**config.mk**
```make
export PLATFORM = sky130hd
export DESIGN_NAME = kvba_ram
export DESIGN_NICKNAME = d
export VERILOG_FILES = /design/src/hdl/kvba_ram.sv
export SDC_FILE = /design/constraint.sdc
export NUM_CORES = 1
export LEC_CHECK = 0
export ABC_AREA = 0
export BUFFER_PORTS_ARGS = -buffer_cell sky130_fd_sc_hd__buf_4
export CELL_PAD_IN_SITES_DETAIL_PLACEMENT = 0
export CELL_PAD_IN_SITES_GLOBAL_PLACEMENT = 1
export CORE_ASPECT_RATIO = 0.5
export CORE_MARGIN = 2
export CORE_UTILIZATION = 45
export DETAILED_ROUTE_END_ITERATION = 6
export PLACE_DENSITY_LB_ADDON = 0.12
export SKIP_LAST_GASP = 1
export SYNTH_ARGS = -nofsm -noshare
export SYNTH_HDL_FRONTEND = slang
export SYNTH_SLANG_ARGS = --single-unit
```
**constraint.sdc**
```tcl
create_clock -name clk -period 4.6 [get_ports clk]
set_clock_uncertainty 0.05 [all_clocks]
set_input_delay 0.92 -clock clk [delete_from_list [all_inputs] [get_ports clk]]
set_output_delay 0.92 -clock clk [all_outputs]
set_load 0.1 [all_outputs]
```
**src/hdl/kvba_ram.sv**
```systemverilog
`default_nettype none
module kvba_ram #(
  parameter int WIDTH = 8,
  parameter int DEPTH = 16
) (
  clk,
  wr_en,
  wr_addr,
  wr_data,
  rd_en,
  rd_addr,
  rd_data
);
  localparam int ADDR_W = (DEPTH > 1) ? $clog2(DEPTH) : 1;

  input  wire logic              clk;
  input  wire logic              wr_en;
  input  wire logic [ADDR_W-1:0] wr_addr;
  input  wire logic [WIDTH-1:0]  wr_data;
  input  wire logic              rd_en;
  input  wire logic [ADDR_W-1:0] rd_addr;
  output      logic [WIDTH-1:0]  rd_data;

  logic [WIDTH-1:0] mem [DEPTH];

  always_ff @(posedge clk) begin
    if (wr_en) begin
      mem[wr_addr] <= wr_data;
    end
    if (rd_en) begin
      rd_data <= mem[rd_addr];
    end
  end

endmodule
`default_nettype wire

```
==> impl_metrics.csv <==
group,metric,value,unit
logic_synthesis,netlist_instances,229,
global_route,track_usage,18.8,%
placed_design,placed_cells,392,
die,pin_count,27,
placed_design,port_buffers,26,
cells_and_area,synthToLayoutAreaGrowth,16.9,%
cts,clkTransAtPathRegs,0.05,ns
power,vdd_drop_max,0.273,mV
drt,met3_length,850,um
sta,rsz0062_at_grt,"no",
cells_and_area,final_common_cell,"edfxtp_1",
drt,drc_errors,0,
critical_path,worst_setup_path_end_kind,"flop",
cells_and_area,fillers,852,
cts,clk_latency,0.40,ns
critical_path,cp.required,4.68,ns
die,die_area,0.0125,sq mm
drt,viasPerCell,5.64,
drt,drt_iter0_drc,194,
power,cellLeakagePower,0.00203,uW
hold_path,min_path_cells,3,
logic_synthesis,synth_top_area_share,78.1,%
cells_and_area,stdcell_count,424,
critical_path,r2r-start,"mem[8][4]$_DFFE_PP_",
power,power-per-cell-area,471,mW/mm^2
logic_synthesis,synth-seq-cells,136,
logic_synthesis,synth_area,0.00523,sq mm
logic_synthesis,synth_seq_area_share,78.1,%
sta,tightest_slew,1.01,ns
sta,fmax,400,MHz
die,num_rows,27,
critical_path,crit_path_start_kind,"primary input",
drt,wl_per_cell,25.1,um
cts,cts_max_path_buffers,2,
die,die_width,156,um
placed_design,post-dp-hpwl,6570,um
sta,hold_viol,0,
critical_path,crit_arrival,2.58,ns
logic_synthesis,syn-num-nets,248,
hold_path,hold_class,"flop to flop",
die,chipHeight,80.2,um
drt,wirelength,10600,um
placed_design,place_area,0.00554,sq mm
sta,relSlewSlack,32.6,%
drt,highest_layer,"met4",
sta,hold_ws,0.695,ns
sta,period_minus_slack,2.50,ns
critical_path,crit_type,"primary input to flop",
status,status,"completed",
logic_synthesis,syn_avg_cell_area,22.8,sq um
die,design.core.area,0.0111,sq mm
drt,antenna_left,0,
sta,slew_violations,0,
cts,post_cts_buffers,0,
cts,clock_sinks,136,
critical_path,r2r_cells,3,
cells_and_area,final_cell_mix,"edfxtp_1 (136), buf_4 (28), mux4_2 (18)",
global_route,grt_first_pass_wirelength,15600,um
drt,vias,2393,
critical_path,r2r_end,"rd_data[4]$_DFFE_PP_",
sta,fin_crit_sh,54.4,%
cells_and_area,design_area,0.00611,sq mm
cts,hold_buffers,0,
critical_path,endpoint,"rd_data[4]$_DFFE_PP_",
placed_design,gp_congestion,0.710,
cells_and_area,layout-drive-gt1-share,27.7,%
cts,cts_tree,"done",
drt,firstDrtPassIters,4,
logic_synthesis,yosysTopAreaCell,"edfxtp_1",
critical_path,r2r_setup_slack,2.92,ns
cells_and_area,nNetsFinal,286,
logic_synthesis,yosys-top-cells-area,"edfxtp_1 (78%), mux4_2 (7.8%), mux4_1 (7.0%)",
sta,setup_tns,0,ns
die,initial_core_util,46.9,%
run,max-cap-violations,0,
drt,wl_met1,5150,um
logic_synthesis,yosysUniqueCellTypes,18,
cts,cts-root-buf,"clkbuf_16",
global_route,grt_overflow,0,
cts,cts-buffers-inserted,17,
global_route,grt_pass1_vias,2370,
cells_and_area,final_core_util,54.8,%
logic_synthesis,yosysWarnings,0,
sta,finalSetupViolCount,0,
critical_path,crit_fanout,32,
cts,htree_levels,4,
critical_path,startpoint,"rd_addr[0]",
cts,cts_resized,0,
global_route,grt_max_degree,33,
global_route,antenna_found_initial,0,
drt,wl_met2,4550,um
[cell families after synthesis]
logic type	share of synthesized area [%]
AO/OA/AOI/OAI	2.30
multiplexers	14.8
buffers and inverters	1.65
flip-flops	78.1
AND/OR/NAND/NOR	3.14
[through the flow]
step                      setup slack (ns)  total power, uW
after detailed placement              1.53             1610
after global routing                  1.95             2960
after CTS                             1.93             2900
final                                 2.10             2880
after floorplan                       2.14             1540
after global placement                1.49             1600
[critical path: stages]
cell,delay (ns)
buf_4,0.49
mux4_1,0.65
a22oi_1,0.38
nand2_1,0.11
[per-layer routing]
metal / track usage [%] / vias up
met2: 25.3 / 82
met1: 29.3 / 1247
li1: - / 1056
met3: 5.18 / 8
met5: 0 / -
met4: 6.33 / 0
[layout make-up]
class | count | area (sq um) | area share (%)
Sequential cell | 136 | 4080 | 66.8
Multi-Input combinational cell | 83 | 1060 | 17.4
Clock buffer | 19 | 433 | 7.08
Timing Repair Buffer | 29 | 218 | 3.56
Tap cell | 145 | 181 | 2.97
Clock inverter | 11 | 133 | 2.17
Antenna cell | 1 | 2.50 | 0.0409
[Yosys cell counts]
master,number
clkdlybuf4s25_2,3
buf_6,3
and2_1,1
edfxtp_1,136
mux4_1,14
a22oi_1,16
buf_2,3
nand2_1,9
nor2b_1,1
nand3b_1,2
nand2b_1,2
mux4_2,18
nor2_1,13
buf_4,1
nand3_1,1
or3b_2,1
nor3_1,4
and2b_1,1
[how the worst min path moves through the flow]
stage,start,endpoint
2_1_floorplan,mem[7][0]$_DFFE_PP_,rd_data[0]$_DFFE_PP_
3_3_place_gp,mem[12][6]$_DFFE_PP_,rd_data[6]$_DFFE_PP_
3_5_place_dp,mem[4][2]$_DFFE_PP_,rd_data[2]$_DFFE_PP_
4_1_cts,mem[4][2]$_DFFE_PP_,rd_data[2]$_DFFE_PP_
5_1_grt,mem[14][0]$_DFFE_PP_,rd_data[0]$_DFFE_PP_
6_report,mem[14][6]$_DFFE_PP_,rd_data[6]$_DFFE_PP_
[power breakdown]
part / internal, uW / switching, uW
clock: 838 / 457
combinational: 56.3 / 119
sequential: 1400 / 9.29
[sequential cells by signal, indices dropped and copies added (netlist names)]
name	cells
mem	128
rd_data	8
(Power assumes the default switching activity.)
