**src/hdl/kvba_pkg.sv**
```systemverilog
`default_nettype none
package kvba_pkg;

  // table geometry
  localparam int KEY_COUNT = 1024;
  localparam int KEY_BITS  = (KEY_COUNT > 1) ? $clog2(KEY_COUNT) : 1;

  // block size is a power of two, given by its shift
  localparam int BLOCK_SHIFT = 12;
  localparam int BLOCK_BYTES = 1 << BLOCK_SHIFT;

  // field widths
  localparam int CMD_W  = 1;
  localparam int KEY_W  = 32;
  localparam int CNT_W  = 16;
  localparam int LEN_W  = 32;
  localparam int LBA_W  = 32;
  localparam int BCNT_W = 20;
  localparam int STS_W  = 2;

  // command codes
  localparam logic [CMD_W-1:0] CMD_PUT = 1'b0;
  localparam logic [CMD_W-1:0] CMD_GET = 1'b1;

  // status codes
  localparam logic [STS_W-1:0] STS_OK      = 2'd0;
  localparam logic [STS_W-1:0] STS_BAD_KEY = 2'd1;
  localparam logic [STS_W-1:0] STS_FULL    = 2'd2;
  localparam logic [STS_W-1:0] STS_NO_KEY  = 2'd3;

  // register map
  localparam int PADDR_W = 2;
  localparam int PDATA_W = 32;
  localparam logic [PADDR_W-1:0] ADDR_CAPACITY = 2'd0;
  localparam logic [LBA_W-1:0]   CAPACITY_RESET = 32'hFFFF_FFFF;

  localparam logic [LEN_W-1:0] LEN_SAT = 32'hFFFF_FFFF;

  typedef struct packed {
    logic             valid;
    logic [LBA_W-1:0] start_lba;
    logic [LEN_W-1:0] length;
  } entry_t;

  localparam int ENTRY_W = $bits(entry_t);

  // table port requests from the engine
  typedef struct packed {
    logic                wr_en;
    logic [KEY_BITS-1:0] wr_addr;
    entry_t              wr_data;
    logic                rd_en;
    logic [KEY_BITS-1:0] rd_addr;
  } ram_req_t;

  typedef enum logic [2:0] {
    ST_CLEAR = 3'b001,
    ST_IDLE  = 3'b010,
    ST_BUSY  = 3'b100
  } eng_state_t;

endpackage
`default_nettype wire

```
**src/hdl/kvba_regs.sv**
```systemverilog
`default_nettype none
module kvba_regs (
  input  wire logic                           clk,
  input  wire logic                           rst,
  input  wire logic                           psel,
  input  wire logic                           penable,
  input  wire logic                           pwrite,
  input  wire logic [kvba_pkg::PADDR_W-1:0]   paddr,
  input  wire logic [kvba_pkg::PDATA_W-1:0]   pwdata,
  output      logic [kvba_pkg::PDATA_W-1:0]   prdata,
  output      logic                           pready,
  output      logic [kvba_pkg::LBA_W-1:0]     capacity_lba_limit
);
  import kvba_pkg::*;

  logic wr_hit;

  assign pready = 1'b1;
  assign wr_hit = psel && penable && pwrite && (paddr == ADDR_CAPACITY);

  always_ff @(posedge clk) begin
    if (rst) begin
      capacity_lba_limit <= CAPACITY_RESET;
    end else if (wr_hit) begin
      capacity_lba_limit <= pwdata;
    end
  end

  always_comb begin
    prdata = '0;
    if (paddr == ADDR_CAPACITY) begin
      prdata = capacity_lba_limit;
    end
  end

endmodule
`default_nettype wire

```
**config.mk**
```make
export PLATFORM = sky130hd
export DESIGN_NAME = kvba_regs
export DESIGN_NICKNAME = d
export VERILOG_FILES = /design/src/hdl/kvba_pkg.sv /design/src/hdl/kvba_regs.sv
export SDC_FILE = /design/constraint.sdc
export NUM_CORES = 1
export LEC_CHECK = 0
export ABC_AREA = 0
export BUFFER_PORTS_ARGS = -buffer_cell sky130_fd_sc_hd__buf_2
export CAP_MARGIN = 20
export CORE_MARGIN = 2
export CORE_UTILIZATION = 40
export DETAILED_ROUTE_END_ITERATION = 7
export PLACE_DENSITY = 0.79
export SETUP_SLACK_MARGIN = 0.3
export SLEW_MARGIN = 20
export SYNTH_ARGS = -nofsm -noshare
export SYNTH_HDL_FRONTEND = slang
export SYNTH_SLANG_ARGS = --single-unit
```
**constraint.sdc**
```tcl
create_clock -name clk -period 1.1 [get_ports clk]
set_input_delay 0.055 -clock clk [delete_from_list [all_inputs] [get_ports clk]]
set_output_delay 0.055 -clock clk [all_outputs]
set_load 0.02 [all_outputs]
```
==> flow_metrics.env <==
export IMPL_status="finished, final reports clean"
export IMPL_end_kind="primary output"
export IMPL_grt_pass1_vias=1652
export IMPL_grt_pass1_wl_um=7914
export IMPL_layout_min_cycle_time_ns=1.017
export IMPL_grt_max_degree=33
export IMPL_netlist_instances=148
export IMPL_rows=21
export IMPL_vias=1652
export IMPL_synth_edff_count=0
export IMPL_cts_root_buf="clkbuf_4"
export IMPL_rrSetupSlack_ns=0.23
export IMPL_insertion_delay_ns=0.33
export IMPL_dieArea_um2=4113
export IMPL_min_path_type="input port to flip-flop"
export IMPL_drtAntennaViolNets=0
export IMPL_core_area_um2=3416
export IMPL_drt_initial_drc_count=103
export IMPL_syn_cell_area_um2=1446
export IMPL_synth_nets=187
export IMPL_largest_register="capacity_lba_limit"
export IMPL_synth_cell_types=12
export IMPL_min_path_cells=3
export IMPL_power_density_nw_per_um2=871.1
export IMPL_clock_sinks=32
export IMPL_drcViolationCount=0
export IMPL_via_per_inst=5.329
export IMPL_tightest_slew_ns=0.5900
export IMPL_rsz0062_at_grt="yes"
export IMPL_yosysTopAreaCell="dfxtp_1"
export IMPL_io_buffers=102
export IMPL_slew_headroom=0.6067
export IMPL_wl_per_cell_um=17.45
export IMPL_min_to="capacity_lba_limit[7]"
export IMPL_setup_viol=0
export IMPL_slew_violations=0
export IMPL_htree_levels=2
export IMPL_r2r_end="capacity_lba_limit[9]"
export IMPL_die_h_um=64.13
export IMPL_die_x_um=64.13
export IMPL_synth_seq_cells=32
export IMPL_first_pass_iters=4
export IMPL_gp_congestion=0.6748
export IMPL_synthFlopType="dfxtp_1"
export IMPL_overflow=0
export IMPL_start_util=0.4234
export IMPL_min_delay_start="pwdata[7]"
export IMPL_stdcell_count=310
export IMPL_dp_hpwl_um=2701
export IMPL_synth_top_area_frac=0.4429
export IMPL_clkTransAtPathRegs_ns=0.09
export IMPL_crit_required_ns=1.04
export IMPL_fin_crit_sh=0.9245
export IMPL_top_regs="capacity_lba_limit: 32 flops"
export IMPL_ir_drop_mv=0.8826
export IMPL_crit_fanout=3
export IMPL_place_inst=285
export IMPL_synth_common_cells="a211o_1 (32), and2_1 (32), and3_1 (32), dfxtp_1 (32), clkbuf_1 (9)"
export IMPL_clock_skew_ns=0
export IMPL_crit_path_start_kind="flip-flop"
export IMPL_cts_hold_buf=0
export IMPL_dp_worst_setup_slack_ns=-0.09829
export IMPL_worstSetupStartpoint="capacity_lba_limit[31]"
export IMPL_synthArstFlopShare=0
export IMPL_largest_reg_flops=32
export IMPL_nets=305
export IMPL_clock_path_buffers=2
export IMPL_syn2layout_area_growth_pct=96.63
export IMPL_hold_violations=0
export IMPL_track_usage=0.2535
export IMPL_timing_final_ws_setup_ns=0.08310
export IMPL_ys_warn_count=0
export IMPL_pin_count=104
export IMPL_antenna_found_initial=0
export IMPL_nFillCells=188
export IMPL_cts_tree="yes"
export IMPL_diodes=0
export IMPL_syn_avg_cell_area_um2=9.773
export IMPL_r2r_start="capacity_lba_limit[9]"
export IMPL_synth_seq_area_share=0.4429
export IMPL_maxCapViolations=0
export IMPL_worstSetupPathType="flip-flop to primary output"
export IMPL_p_leak_nw=1.336
export IMPL_reg2reg_depth=2
export IMPL_drive_above_1_share=0.7841
export IMPL_arrival_ns=0.96
export IMPL_synthTopCellsByArea="dfxtp_1 (44%), a211o_1 (19%), and2_1 (14%)"
export IMPL_drt_wl_total_um=5411
export IMPL_fmax_ghz=0.9834
export IMPL_cts_made_buffers=5
-- where the power goes --
group | internal (mW) | switching, mW
Sequential | 1.19 | 0.0262
Clock | 0.213 | 0.360
Combinational | 0.380 | 0.310
Total | 1.78 | 0.696
-- layout make-up --
type | count | area [um^2] | share of cell area
clock buffer | 5 | 37.54 | 0.01320
multi-input combinational | 103 | 900.9 | 0.3168
sequential | 32 | 680.7 | 0.2393
tap | 46 | 57.56 | 0.02024
timing repair buffer | 124 | 1167 | 0.4105
-- critical path, cell delays in order, from the launching register on --
cell,delay (ns)
dfxtp_2,0.38
and2_4,0.15
buf_6,0.10
-- logic make-up (layout without fill, tap and decap cells) --
kind of cell	Yosys count	count (layout)	share of synthesized area
AO/OA/AOI/OAI	32	32	0.1938
buffers and inverters	16	129	0.06228
flip-flops	32	32	0.4429
other	1	1	0.002593
AND/OR/NAND/NOR	67	70	0.2984
-- how the worst max path moves through the flow --
| stage | depth (start not counted) | slack (ns) | endpoint |
|---|---|---|---|
| detailed placement | 4 | -0.1 | capacity_lba_limit[23] |
| floorplan | 4 | 0.13 | capacity_lba_limit[0] |
| finish | 2 | 0.08 | prdata[31] |
| global route | 2 | 0.06 | prdata[1] |
| CTS | 2 | 0.12 | prdata[16] |
| global placement | 4 | -0.07 | capacity_lba_limit[26] |
-- placed cells by master (no fill, tap or decap), drive strengths merged --
cell type	n
and3	32
dfxtp	32
nor2	1
clkbuf	5
a211o	32
conb	1
buf	124
and2	32
nand2	4
and4bb	1
-- routing by layer --
layer | global-route usage | wire length (um)
met1 | 0.2868 | 2030
met2 | 0.4466 | 2826
met3 | 0.08979 | 489
met4 | 0.07447 | 65
met5 | 0 | 0
-- timing repair --
item | CTS | global route
gates cloned | 4 | 1
buffers inserted | 12 | 3
gates resized for setup | 167 | 41
setup endpoints to repair | 96 | 96
endpoints found under the hold margin | 0 | 0
pin swaps | 10 | 14
-- through the flow --
step / setup TNS [ns] / utilization / total power, mW / cell area [um^2] / hold slack, ns
final: 0 / 0.8326 / 2.477 / 2844 / 0.03939
after CTS: 0 / 0.7777 / 2.434 / 2656 / 0.03779
after detailed placement: -2.815 / 0.5780 / 1.661 / 1974 / 0.3730
after global routing: 0 / 0.8326 / 2.568 / 2844 / 0.03855
after floorplan: 0 / - / 1.480 / 1446 / 0.1493
after global placement: -2.320 / 0.5780 / 1.658 / 1974 / 0.3686
Power figures use the tool's default switching activity.
