$ cat config.mk
export PLATFORM = sky130hd
export DESIGN_NAME = kvba_engine
export DESIGN_NICKNAME = d
export VERILOG_FILES = /design/src/hdl/kvba_pkg.sv /design/src/hdl/kvba_engine.sv
export SDC_FILE = /design/constraint.sdc
export NUM_CORES = 1
export LEC_CHECK = 0
export ABC_AREA = 1
export BUFFER_PORTS_ARGS = -buffer_cell sky130_fd_sc_hd__clkbuf_2
export CAP_MARGIN = 20
export CORE_MARGIN = 3
export CORE_UTILIZATION = 48
export CTS_BUF_LIST = sky130_fd_sc_hd__clkbuf_4
export CTS_CLUSTER_SIZE = 30
export DETAILED_ROUTE_END_ITERATION = 6
export GPL_TIMING_DRIVEN = 1
export PLACE_DENSITY = 0.8
export SETUP_SLACK_MARGIN = 0.4
export SLEW_MARGIN = 20
export SYNTH_ARGS = -nofsm -noshare
export SYNTH_HDL_FRONTEND = slang
export SYNTH_SLANG_ARGS = --single-unit
$ cat constraint.sdc
create_clock -name clk -period 6.9 [get_ports clk]
set_input_delay 0.345 -clock clk [delete_from_list [all_inputs] [get_ports clk]]
set_output_delay 0.345 -clock clk [all_outputs]
set_load 0.05 [all_outputs]
$ cat src/hdl/kvba_pkg.sv
`default_nettype none
package kvba_pkg;

  // table geometry
  localparam int KEY_COUNT = 1024;
  localparam int KEY_BITS  = (KEY_COUNT > 1) ? $clog2(KEY_COUNT) : 1;

  // block size is a power of two, given by its shift
  localparam int BLOCK_SHIFT = 12;
  localparam int BLOCK_BYTES = 1 << BLOCK_SHIFT;

  // field widths
  localparam int CMD_W  = 1;
  localparam int KEY_W  = 32;
  localparam int CNT_W  = 16;
  localparam int LEN_W  = 32;
  localparam int LBA_W  = 32;
  localparam int BCNT_W = 20;
  localparam int STS_W  = 2;

  // command codes
  localparam logic [CMD_W-1:0] CMD_PUT = 1'b0;
  localparam logic [CMD_W-1:0] CMD_GET = 1'b1;

  // status codes
  localparam logic [STS_W-1:0] STS_OK      = 2'd0;
  localparam logic [STS_W-1:0] STS_BAD_KEY = 2'd1;
  localparam logic [STS_W-1:0] STS_FULL    = 2'd2;
  localparam logic [STS_W-1:0] STS_NO_KEY  = 2'd3;

  // register map
  localparam int PADDR_W = 2;
  localparam int PDATA_W = 32;
  localparam logic [PADDR_W-1:0] ADDR_CAPACITY = 2'd0;
  localparam logic [LBA_W-1:0]   CAPACITY_RESET = 32'hFFFF_FFFF;

  localparam logic [LEN_W-1:0] LEN_SAT = 32'hFFFF_FFFF;

  typedef struct packed {
    logic             valid;
    logic [LBA_W-1:0] start_lba;
    logic [LEN_W-1:0] length;
  } entry_t;

  localparam int ENTRY_W = $bits(entry_t);

  // table port requests from the engine
  typedef struct packed {
    logic                wr_en;
    logic [KEY_BITS-1:0] wr_addr;
    entry_t              wr_data;
    logic                rd_en;
    logic [KEY_BITS-1:0] rd_addr;
  } ram_req_t;

  typedef enum logic [2:0] {
    ST_CLEAR = 3'b001,
    ST_IDLE  = 3'b010,
    ST_BUSY  = 3'b100
  } eng_state_t;

endpackage
`default_nettype wire

$ cat src/hdl/kvba_engine.sv
`default_nettype none
module kvba_engine (
  input  wire logic                          clk,
  input  wire logic                          rst,
  input  wire logic                          in_valid,
  output      logic                          in_ready,
  input  wire logic [kvba_pkg::CMD_W-1:0]    command,
  input  wire logic [kvba_pkg::KEY_W-1:0]    key,
  input  wire logic [kvba_pkg::CNT_W-1:0]    block_count_minus_one,
  input  wire logic [kvba_pkg::LEN_W-1:0]    value_length,
  input  wire logic [kvba_pkg::LBA_W-1:0]    capacity_lba_limit,
  output      kvba_pkg::ram_req_t            ram_req,
  input  wire kvba_pkg::entry_t              ram_rdata,
  output      logic                          out_valid,
  input  wire logic                          out_ready,
  output      logic [kvba_pkg::STS_W-1:0]    status,
  output      logic [kvba_pkg::LBA_W-1:0]    start_lba,
  output      logic [kvba_pkg::BCNT_W-1:0]   block_count_minus_one_out,
  output      logic [kvba_pkg::LEN_W-1:0]    value_length_out
);
  import kvba_pkg::*;

  eng_state_t state, state_next;
  logic [KEY_BITS-1:0] clr_addr;
  logic [LBA_W-1:0]    next_free_lba;

  // latched request
  logic [CMD_W-1:0] req_cmd;
  logic             req_key_ok;
  logic [KEY_BITS-1:0] req_addr;
  logic [CNT_W-1:0] req_cnt_m1;
  logic [LEN_W-1:0] req_vlen;

  logic in_fire, finish;
  logic [CNT_W:0]   count;
  logic [LBA_W:0]   end_lba;
  logic             put_full;
  logic             put_ok;
  logic [63:0]      bytes64;
  logic [LEN_W-1:0] put_len;
  logic [LEN_W-1:0] len_m1;
  logic [LEN_W-1:0] blocks;
  logic [BCNT_W-1:0] blocks_sat;

  logic [STS_W-1:0]  res_status;
  logic [LBA_W-1:0]  res_lba;
  logic [BCNT_W-1:0] res_bcnt;
  logic [LEN_W-1:0]  res_len;

  assign in_ready = (state == ST_IDLE);
  assign in_fire  = in_valid && in_ready;
  assign finish   = (state == ST_BUSY) && (!out_valid || out_ready);

  always_comb begin
    state_next = state;
    unique case (state)
      ST_CLEAR: if (clr_addr == KEY_BITS'(KEY_COUNT - 1)) state_next = ST_IDLE;
      ST_IDLE:  if (in_fire) state_next = ST_BUSY;
      ST_BUSY:  if (finish) state_next = ST_IDLE;
      default:  state_next = ST_CLEAR;
    endcase
  end

  always_ff @(posedge clk) begin
    if (rst) begin
      state    <= ST_CLEAR;
      clr_addr <= '0;
    end else begin
      state <= state_next;
      if (state == ST_CLEAR) begin
        clr_addr <= clr_addr + KEY_BITS'(1);
      end
    end
  end

  always_ff @(posedge clk) begin
    if (in_fire) begin
      req_cmd    <= command;
      req_key_ok <= (key < KEY_W'(KEY_COUNT));
      req_addr   <= key[KEY_BITS-1:0];
      req_cnt_m1 <= block_count_minus_one;
      req_vlen   <= value_length;
    end
  end

  // put: 33-bit end check and default length
  assign count    = {1'b0, req_cnt_m1} + (CNT_W+1)'(1);
  assign end_lba  = {1'b0, next_free_lba} + (LBA_W+1)'(count);
  assign put_full = end_lba > {1'b0, capacity_lba_limit};
  assign put_ok   = (req_cmd == CMD_PUT) && req_key_ok && !put_full;
  assign bytes64  = 64'(count) << BLOCK_SHIFT;

  always_comb begin
    if (req_vlen != '0) begin
      put_len = req_vlen;
    end else if (|bytes64[63:LEN_W]) begin
      put_len = LEN_SAT;
    end else begin
      put_len = bytes64[LEN_W-1:0];
    end
  end

  // get: (length - 1) / block size, saturated to the output field
  assign len_m1     = ram_rdata.length - LEN_W'(1);
  assign blocks     = len_m1 >> BLOCK_SHIFT;
  assign blocks_sat = (|blocks[LEN_W-1:BCNT_W]) ? {BCNT_W{1'b1}} : blocks[BCNT_W-1:0];

  always_comb begin
    res_status = STS_OK;
    res_lba    = '0;
    res_bcnt   = '0;
    res_len    = '0;
    if (req_cmd == CMD_PUT) begin
      if (!req_key_ok) begin
        res_status = STS_BAD_KEY;
      end else if (put_full) begin
        res_status = STS_FULL;
      end else begin
        res_lba = next_free_lba;
      end
    end else begin
      if (!req_key_ok || !ram_rdata.valid) begin
        res_status = STS_NO_KEY;
      end else begin
        res_lba  = ram_rdata.start_lba;
        res_bcnt = blocks_sat;
        res_len  = ram_rdata.length;
      end
    end
  end

  always_comb begin
    ram_req = '0;
    if (state == ST_CLEAR) begin
      ram_req.wr_en   = 1'b1;
      ram_req.wr_addr = clr_addr;
    end else if (finish && put_ok) begin
      ram_req.wr_en             = 1'b1;
      ram_req.wr_addr           = req_addr;
      ram_req.wr_data.valid     = 1'b1;
      ram_req.wr_data.start_lba = next_free_lba;
      ram_req.wr_data.length    = put_len;
    end
    ram_req.rd_en   = in_fire;
    ram_req.rd_addr = key[KEY_BITS-1:0];
  end

  always_ff @(posedge clk) begin
    if (rst) begin
      next_free_lba <= '0;
      out_valid     <= 1'b0;
    end else begin
      if (finish && put_ok) begin
        next_free_lba <= end_lba[LBA_W-1:0];
      end
      if (finish) begin
        out_valid <= 1'b1;
      end else if (out_ready) begin
        out_valid <= 1'b0;
      end
    end
  end

  always_ff @(posedge clk) begin
    if (finish) begin
      status                    <= res_status;
      start_lba                 <= res_lba;
      block_count_minus_one_out <= res_bcnt;
      value_length_out          <= res_len;
    end
  end

`ifndef SYNTH
  a_fire_to_busy: assert property (@(posedge clk) disable iff (rst)
    in_fire |=> (state == ST_BUSY))
    else $error("accepted item did not start a lookup");

  a_no_write_idle: assert property (@(posedge clk) disable iff (rst)
    ram_req.wr_en |-> (state != ST_IDLE))
    else $error("table written while idle");

  a_ptr_only_on_put: assert property (@(posedge clk) disable iff (rst)
    ($past(!rst) && !$stable(next_free_lba)) |-> $past(finish && put_ok))
    else $error("allocation pointer moved without a successful put");

  a_ptr_within_limit: assert property (@(posedge clk) disable iff (rst)
    (finish && put_ok) |-> (end_lba <= {1'b0, capacity_lba_limit}))
    else $error("allocation beyond capacity limit");
`endif

endmodule
`default_nettype wire

==> results_dict.tcl, run 1 <==
set metrics [dict create \
    reg2reg_slack_ns 1.14 \
    async_flop_share 0 \
    rr_startpoint "req_cnt_m1[2]$_DFFE_PP_" \
    grt_max_degree 76 \
    ctsRootBufferMaster "clkbuf_4" \
    setup_viol 0 \
    timing.max_cap.violations 0 \
    setup_tns_ns 0 \
    pwr_density_cell_nw_per_um2 147 \
    finalMaxSlewViolations 0 \
    r2r_cells 30 \
    clock_path_buffers 2 \
    synth-seq-cells 192 \
    drt-pass1-iter-count 5 \
    p_sw_frac 0.282 \
    fin_crit_ns 6.11 \
    postLayoutCellArea_um2 14200 \
    cp_max_fo 35 \
    drive_gt1_frac 0.264 \
    grt_use_total 0.270 \
    cts.sinks 192 \
    worst_slew_pin_slew_ns 0.973 \
    die_y_um 155 \
    gp_congestion 0.987 \
    synth_flop_cell "edfxtp_1" \
    drc 0 \
    viasPerCell 5.20 \
    io_buffers 356 \
    p_switching_mw 0.590 \
    nets 1966 \
    peakVddDrop_v 0.0000955 \
    syn-cell-area_um2 10700 \
    post-route-period-util 0.886 \
    syn_inst 1309 \
    p_leak_nw 6.87 \
    synth_area_leaders "edfxtp_1 (41%), nand2_1 (9.3%), dfxtp_1 (8.6%)" \
    synth.yosys.seq_area_share 0.495 \
    dpl_cell_area_um2 12700 \
    fin_skew_ns 0.0369 \
    die_area_um2 24200 \
    rsz0062_at_grt "yes" \
    synth_top_area_frac 0.409 \
    hold_path_class "input port to flop" \
    core_um2 21900 \
    dpl.hpwl_mm 24.6 \
    wl_mm 34.8 \
    status "finished, final reports clean" \
    fmax_mhz 164 \
    syn_area_per_cell_um2 8.19 \
    clk-insertion-delay-late_ns 0.60 \
    synth-edff-count 146 \
    grt_pass1_vias 10100 \
    seqPwrFrac 0.596 \
    grt_pass1_wl_mm 51.9 \
    grt_antenna_before_repair 1 \
    total_power_mw 2.09 \
    dr_total_vias 10500 \
    cts_made_buffers 17 \
    cts_tree "done" \
    crit_type "flop to output port" \
    hold_viol 0 \
    power_frac_clock 0.302 \
    h-tree-depth 4 \
    io_pins 357 \
    synth_warnings 0 \
    critPathMostFrequentCell "nand2_1" \
    startpoint_type "flop" \
    path_clk_slew_ns 0.20 \
    slew_headroom 0.351 \
    start_util 0.490 \
    dpl_worst_slack_ns 0.751 \
    drt-initial-drc-count 918 \
    worst_path_largest_cell_delay_ns 0.43 \
    synth_nets 1544 \
    synth_cell_type_count 43 \
    overflow 0 \
    fp-row-count 54 \
    cp-endpoint "ram_req[12]" \
    arrival_ns 5.77 \
    critPathSlowestCell "edfxtp_1" \
    area_growth_pct 32.8 \
    pwr-share-comb 0.103 \
    die_w_um 155 \
    startpoint "req_cnt_m1[2]$_DFFE_PP_" \
    ant_nets 0 \
    r2r_end "start_lba[2]$_DFFE_PP_" \
    wl_per_cell_um 17.2 \
    synth_top_cell_by_area "edfxtp_1" \
    worst_slack_ns 0.787 \
    end_kind "output port" \
    p_int_mw 1.50 \
    final_util 0.650 \
    cp.required_ns 6.55 \
]
[layout make-up]
cell class	instances	area [um2]
repair buffers	446	2970
fillers	1785	7650
flip-flops and latches	192	5310
clock inverters	15	163
clock buffers	17	128
inverters	217	817
well taps	280	350
multi-input cells	857	4510
diodes	1	2.50
[worst min-delay path by stage]
stage / startpoint / endpoint / slack, ns / cells past startpoint
after global placement: clr_addr[9]$_SDFFE_PP0N_ / clr_addr[9]$_SDFFE_PP0N_ / 0.48 / 2
after global routing: ram_rdata[56] / start_lba[24]$_DFFE_PP_ / -0.0001 / 3
final: ram_rdata[37] / start_lba[5]$_DFFE_PP_ / 0.03 / 3
after detailed placement: clr_addr[9]$_SDFFE_PP0N_ / clr_addr[9]$_SDFFE_PP0N_ / 0.49 / 2
after floorplan: rst / state[2]$_SDFFE_PP0P_ / 0.41 / 1
after CTS: ram_rdata[50] / start_lba[18]$_DFFE_PP_ / 0.0008 / 3
[what timing repair did]
action | in CTS | in global routing
setup buffers | 0 | 7
cloned | 2 | 0
resized for setup | 18 | 221
endpoints found under the hold margin | 73 | 4
setup endpoints to repair | 64 | 76
pin swaps | 0 | 2
hold buffers | 68 | 4
[sequential cells by signal, indices dropped and copies added, names as in the netlist]
register and count:
req_cnt_m1 16, req_addr 10, req_vlen 32, clr_addr 10
req_key_ok 1, value_length_out 32, status 2, block_count_minus_one_out 20
out_valid 1, req_cmd 1, start_lba 32, state 3
next_free_lba 32
[layer usage]
| metal | vias to the layer above | wire length, um | track usage |
|---|---|---|---|
| li1 | 5059 | - | - |
| met1 | 4876 | 14100 | 0.348 |
| met4 | 0 | 745 | 0.0696 |
| met3 | 65 | 2770 | 0.0501 |
| met2 | 538 | 17200 | 0.470 |
| met5 | - | 0 | 0 |
[critical path, delay by kind of cell, from the launching register on]
kind	cells	cell delay (ns)
AND/OR/NAND/NOR	27	2.67
buffers and inverters	6	0.80
AO/OA/AOI/OAI	1	0.25
adder cells (fa/ha/maj)	2	0.69
XOR/XNOR	2	0.33
flip-flops	1	0.43
[synth_stat cells (4+ instances only)]
cell	instances
nand2_1	265
nor2_1	231
inv_1	210
edfxtp_1	146
a21oi_1	71
o21ai_0	61
ha_1	52
dfxtp_1	46
nand3_1	34
xor2_1	28
nor3_1	23
nand4_1	21
clkbuf_1	18
nor4_1	14
buf_4	12
buf_2	10
o21ai_1	9
xnor2_1	8
inv_2	6
nand2_2	6
nor2_2	6
buf_6	4
[through the flow]
step	hold slack (ns)	cells
2_1_floorplan	0.414	1309
6_report	0.0293	2025
5_1_grt	-0.0000990	2025
3_3_place_gp	0.482	1911
4_1_cts	0.000806	2013
3_5_place_dp	0.495	1911
[logic make-up (layout without fill, tap and decap cells)]
family / after synthesis / in the layout / synth area share
flops: 192 / 192 / 0.495
compound gates: 154 / 154 / 0.0747
other cells: 0 / 1 / 0
simple gates: 613 / 614 / 0.239
buf+inv: 261 / 695 / 0.0995
xor+xnor: 36 / 36 / 0.0294
fa+ha+maj: 53 / 53 / 0.0626
[cells in the final DEF, fill, tap and decap left out, types with 3 or more instances in the layout]
master	count
clkbuf_2	287
nand2_1	265
nor2_1	216
inv_1	210
edfxtp_1	146
dlygate4sd3_1	72
a21oi_1	71
o21ai_0	60
ha_1	49
dfxtp_1	46
buf_4	40
nand3_1	32
buf_6	30
xor2_1	25
clkbuf_4	25
nand4_1	21
nor3_1	21
nor2_2	19
nor4_1	13
o21ai_1	10
xnor2_1	8
nand2_2	6
inv_2	6
buf_2	6
inv_6	4
clkinv_8	4
xor2_2	3
nand3_2	3
inv_8	3
[power groups by stage]
stage | sequential (mW) | combinational (mW) | clock (mW)
final | 1.25 | 0.215 | 0.631
after global routing | 1.25 | 0.234 | 0.690
after CTS | 1.25 | 0.206 | 0.631
after detailed placement | 1.27 | 0.175 | 0
after global placement | 1.27 | 0.171 | 0
after floorplan | 1.27 | 0.0950 | 0
Note: power is estimated with default switching activity, not from simulation.
==> run 2, diff against run 1 <==
Settings changed: HOLD_SLACK_MARGIN set to 0.15.
==> results_dict.tcl, run 2 (same netlist as run 1, synthesis figures left out) <==
set metrics [dict create \
    status "finished, final reports clean" \
    cts.sinks 192 \
    startpoint_type "flop" \
    seqPwrFrac 0.588 \
    end_kind "output port" \
    use_met3 0.0503 \
    worst_slew_pin_slew_ns 0.976 \
    critPathSlowestCell "edfxtp_1" \
    grt_pass1_vias 10600 \
    pwr_density_cell_nw_per_um2 143 \
    grt_use_total 0.284 \
    path_clk_slew_ns 0.18 \
    grt-busiest-layer "met2" \
    setup_tns_ns 0 \
    wl_mm 36.0 \
    clock_path_buffers 2 \
    grt_max_degree 76 \
    crit_family "simple AND/OR/NAND/NOR gates" \
    reg2reg_slack_ns 1.08 \
    wl_per_cell_um 17.3 \
    dpl_cell_area_um2 12700 \
    peakVddDrop_v 0.000101 \
    core_um2 21900 \
    h-tree-depth 4 \
    ant_nets 0 \
    grt_antenna_before_repair 2 \
    p_sw_frac 0.281 \
    dpl.hpwl_mm 24.6 \
    p_switching_mw 0.596 \
    cp-endpoint "ram_req[26]" \
    hold_viol 0 \
    slew_headroom 0.349 \
    cts_tree "done" \
    r2r_end "start_lba[2]$_DFFE_PP_" \
    critPathMostFrequentCell "nand2_1" \
    r2r_cells 29 \
    timing.max_cap.violations 0 \
    post-route-period-util 0.894 \
    final_common_cell "clkbuf_2" \
    drt-initial-drc-count 967 \
    startpoint "req_cnt_m1[1]$_DFFE_PP_" \
    die_area_um2 24200 \
    arrival_ns 5.83 \
    holdWs_ns 0.181 \
    drive_gt1_frac 0.259 \
    worst_slack_ns 0.729 \
    finalMaxSlewViolations 0 \
    start_util 0.490 \
    p_leak_nw 7.13 \
    worst-path-buf-inv 6 \
    cp_max_fo 35 \
    drt-pass1-iter-count 6 \
    p_int_mw 1.52 \
    pwr-share-comb 0.114 \
    io_buffers 356 \
    rsz0062_at_grt "yes" \
    fin_crit_ns 6.17 \
    io_pins 357 \
    overflow 0 \
    viasPerCell 5.20 \
    path_depth 30 \
    ctsRootBufferMaster "clkbuf_4" \
    rr_startpoint "req_cnt_m1[1]$_DFFE_PP_" \
    fin_skew_ns 0.0393 \
    dpl_worst_slack_ns 0.751 \
    die_y_um 155 \
    area_growth_pct 38.5 \
    crit_type "flop to output port" \
    hold_path_class "input port to flop" \
    grt_use_met1 0.359 \
    die_w_um 155 \
    drc 0 \
    cp.required_ns 6.55 \
    gp_congestion 0.987 \
    fp-row-count 54 \
    nets 2025 \
    use_met2 0.493 \
    power_frac_clock 0.298 \
    worst_path_largest_cell_delay_ns 0.42 \
    layout_common_cells "clkbuf_2 (289), nand2_1 (264), nor2_1 (215)" \
    postLayoutCellArea_um2 14900 \
    dr_total_vias 10800 \
    setup_viol 0 \
    clk-insertion-delay-late_ns 0.60 \
    grt_pass1_wl_mm 54.4 \
    fmax_mhz 162 \
    cts_made_buffers 17 \
]
## run 2: cell types whose count changed in the layout (fill, tap and decap cells not counted), moves of 2 or more
cell / before / now
buf_2: 6 / 4
buf_4: 40 / 36
buf_6: 30 / 34
clkbuf_2: 287 / 289
clkbuf_4: 25 / 28
dlygate4sd3_1: 72 / 128
## run 2: stage by stage
step           std cells   util  total power, mW
2_1_floorplan       1309      -             1.36
3_3_place_gp        1911  0.580             1.44
3_5_place_dp        1911  0.580             1.45
4_1_cts             2073  0.657             2.11
5_1_grt             2085  0.679             2.20
6_report            2085  0.679             2.12
## run 2: area by class of cell
type,count,area [um2]
inverter,217,817
antenna,2,5.00
timing repair buffer,505,3560
clock inverter,15,163
sequential,192,5310
tap,280,350
fill,1676,7040
clock buffer,17,128
multi-input combinational,857,4520
## run 2: power groups by stage
stage / registers [mW] / logic, mW / clock network, mW
after detailed placement: 1.27 / 0.175 / 0
after CTS: 1.25 / 0.232 / 0.631
after global routing: 1.25 / 0.262 / 0.687
after floorplan: 1.27 / 0.0950 / 0
final: 1.25 / 0.242 / 0.630
after global placement: 1.27 / 0.171 / 0
## run 2: how the worst min path moves through the flow
| stage | slack, ns | startpoint | depth (start not counted) | endpoint |
|---|---|---|---|---|
| 2_1_floorplan | 0.41 | rst | 1 | state[2]$_SDFFE_PP0P_ |
| 3_3_place_gp | 0.48 | clr_addr[9]$_SDFFE_PP0N_ | 2 | clr_addr[9]$_SDFFE_PP0N_ |
| 3_5_place_dp | 0.49 | clr_addr[9]$_SDFFE_PP0N_ | 2 | clr_addr[9]$_SDFFE_PP0N_ |
| 4_1_cts | 0.15 | ram_rdata[25] | 3 | value_length_out[25]$_SDFFCE_PP0P_ |
| 5_1_grt | 0.15 | ram_rdata[25] | 3 | value_length_out[25]$_SDFFCE_PP0P_ |
| 6_report | 0.18 | ram_rdata[25] | 3 | value_length_out[25]$_SDFFCE_PP0P_ |
## run 2: timing repair
item,4_1_cts,5_1_grt
buffers inserted,0,10
pin swaps,0,5
hold buffers,128,0
endpoints found under the setup margin,64,76
cloned,2,0
endpoints found under the hold margin,145,0
resized for setup,18,225
## run 2: worst register-to-register path: cells and delay by family (launching register included)
kind | cells | cell delay (ns)
simple gates | 17 | 2.65
fa+ha+maj | 3 | 0.82
buf+inv | 5 | 0.72
compound gates | 2 | 0.59
flops | 1 | 0.42
xor+xnor | 2 | 0.41
## run 2: per-layer routing
| layer | vias to the layer above | wire [um] |
|---|---|---|
| met3 | 81 | 3070 |
| met2 | 616 | 17800 |
| li1 | 5180 | - |
| met4 | 0 | 1020 |
| met5 | - | 0 |
| met1 | 4961 | 14200 |
==> run 3, diff against run 2 <==
Settings changed: CAP_MARGIN 20 to not set, CORE_UTILIZATION 48 to 52, PLACE_DENSITY 0.8 to 0.79.
Clock period 6.9 ns to 6.7 ns, I/O delays scaled along.
==> results_dict.tcl, run 3 (same netlist as run 1, synthesis figures left out) <==
set metrics [dict create \
    overflow 0 \
    dr_total_vias 11100 \
    grt_use_total 0.308 \
    status "finished with violations" \
    dpl.hpwl_mm 24.4 \
    fp-row-count 51 \
    arrival_ns 5.83 \
    fin_skew_ns 0.0437 \
    wl_per_cell_um 18.6 \
    holdWs_ns 0.432 \
    clock_path_buffers 2 \
    ctsRootBufferMaster "clkbuf_4" \
    peakVddDrop_v 0.000138 \
    cp.required_ns 6.36 \
    dpl_worst_slack_ns 0.674 \
    timing.max_cap.violations 0 \
    pwr-share-comb 0.113 \
    dpl.cell_count 1894 \
    worst_slack_ns 0.532 \
    gp_congestion 1.01 \
    die_y_um 150 \
    pwr_density_cell_nw_per_um2 148 \
    hold_path_class "input port to flop" \
    rr_startpoint "req_cnt_m1[0]$_DFFE_PP_" \
    power_frac_clock 0.320 \
    drive_gt1_frac 0.293 \
    slew_headroom 0.366 \
    wl_mm 38.6 \
    hold_viol 0 \
    die_area_um2 22400 \
    cts_tree "done" \
    worst_slew_pin_slew_ns 0.944 \
    cts_made_buffers 17 \
    critPathSlowestCell "edfxtp_1" \
    layout_common_cells "clkbuf_2 (292), nand2_1 (261), inv_1 (206)" \
    grt_pass1_vias 10400 \
    post-route-period-util 0.921 \
    drc 7 \
    hp-start "value_length[10]" \
    nets 2030 \
    cp_max_fo 10 \
    setup_tns_ns 0 \
    critPathMostFrequentCell "nand2_1" \
    area_growth_pct 43.1 \
    finalNonFillerCells 2074 \
    ant_nets 0 \
    io_pins 357 \
    p_switching_mw 0.669 \
    io_buffers 356 \
    rsz0062_at_grt "yes" \
    fmax_mhz 162 \
    seqPwrFrac 0.567 \
    end_kind "output port" \
    grt_antenna_before_repair 1 \
    drt-pass1-iter-count 7 \
    startpoint_type "flop" \
    p_sw_frac 0.296 \
    cts.sinks 192 \
    path_clk_slew_ns 0.19 \
    startpoint "req_cnt_m1[0]$_DFFE_PP_" \
    crit_type "flop to output port" \
    clk-insertion-delay-late_ns 0.63 \
    nFillCells 1286 \
    final_common_cell "clkbuf_2" \
    finalMaxSlewViolations 0 \
    violations "design-rule violations" \
    worst_path_largest_cell_delay_ns 0.44 \
    fin_crit_ns 6.17 \
    start_util 0.540 \
    grt_pass1_wl_mm 53.6 \
    viasPerCell 5.36 \
    core_um2 19800 \
    h-tree-depth 4 \
    p_leak_nw 7.21 \
    die_w_um 150 \
    setup_viol 0 \
    drt-initial-drc-count 1072 \
    p_int_mw 1.59 \
    grt_max_degree 67 \
]
## run 3: changes by cell type in the layout (fill, tap and decap cells not counted), moves of 4 or more
cell	previous run	this run
inv_12	0	4
buf_4	36	24
buf_6	34	51
buf_2	4	0
nor2_4	3	18
nor2_1	215	173
clkbuf_4	28	23
nor2_2	19	46
## run 3: what timing repair did
action | in CTS | in global routing
buffers inserted | 1 | 11
hold buffers | 130 | 0
pin swaps | 1 | 18
hold endpoints to repair | 163 | 0
gates resized for setup | 41 | 282
endpoints found under the setup margin | 76 | 76
gates cloned | 2 | 3
## run 3: path summary, 6_finish.rpt
kind / endpoint / slack, ns / depth (start not counted)
min: req_vlen[10]$_DFFE_PP_ / 0.43 / 2
min reg2reg: clr_addr[4]$_SDFFE_PP0N_ / 0.52 / 2
max reg2reg: start_lba[24]$_DFFE_PP_ / 0.99 / 29
max: ram_req[23] / 0.53 / 30
## run 3: per-layer routing
layer / track usage / vias to the layer above / part of all wire
li1: - / 5187 / -
met1: 0.386 / 5073 / 0.38
met2: 0.526 / 730 / 0.48
met3: 0.0672 / 137 / 0.10
met4: 0.110 / 0 / 0.038
met5: 0 / - / 0
## run 3: worst max-delay path, delay by kind of cell, from the launching register on
kind            cells  cell delay (ns)
flops               1             0.44
buf+inv             6             0.91
compound gates      1             0.16
fa+ha+maj           2             0.68
xor+xnor            2             0.57
simple gates       19             2.43
## run 3: layout make-up
class,instances,area [um2],area share
Sequential cell,192,5310,0.346
Inverter,217,827,0.0539
Tap cell,265,332,0.0216
Clock buffer,17,128,0.00832
Multi-Input combinational cell,857,4810,0.314
Antenna cell,1,2.50,0.000163
Clock inverter,15,215,0.0140
Timing Repair Buffer,510,3720,0.242
## run 3: through the flow
| step | area (um2) | power, mW | util |
|---|---|---|---|
| 3_3_place_gp | 12700 | 1.48 | 0.639 |
| 2_1_floorplan | 10700 | 1.41 | - |
| 3_5_place_dp | 12700 | 1.48 | 0.639 |
| 6_report | 15300 | 2.26 | 0.773 |
| 4_1_cts | 14500 | 2.24 | 0.730 |
| 5_1_grt | 15300 | 2.34 | 0.773 |
## run 3: power by group through the flow
stage / combinational (mW) / sequential (mW) / clock (mW)
floorplan: 0.0978 / 1.31 / 0
global placement: 0.172 / 1.31 / 0
detailed placement: 0.176 / 1.31 / 0
CTS: 0.237 / 1.28 / 0.718
global route: 0.273 / 1.28 / 0.779
finish: 0.255 / 1.28 / 0.724
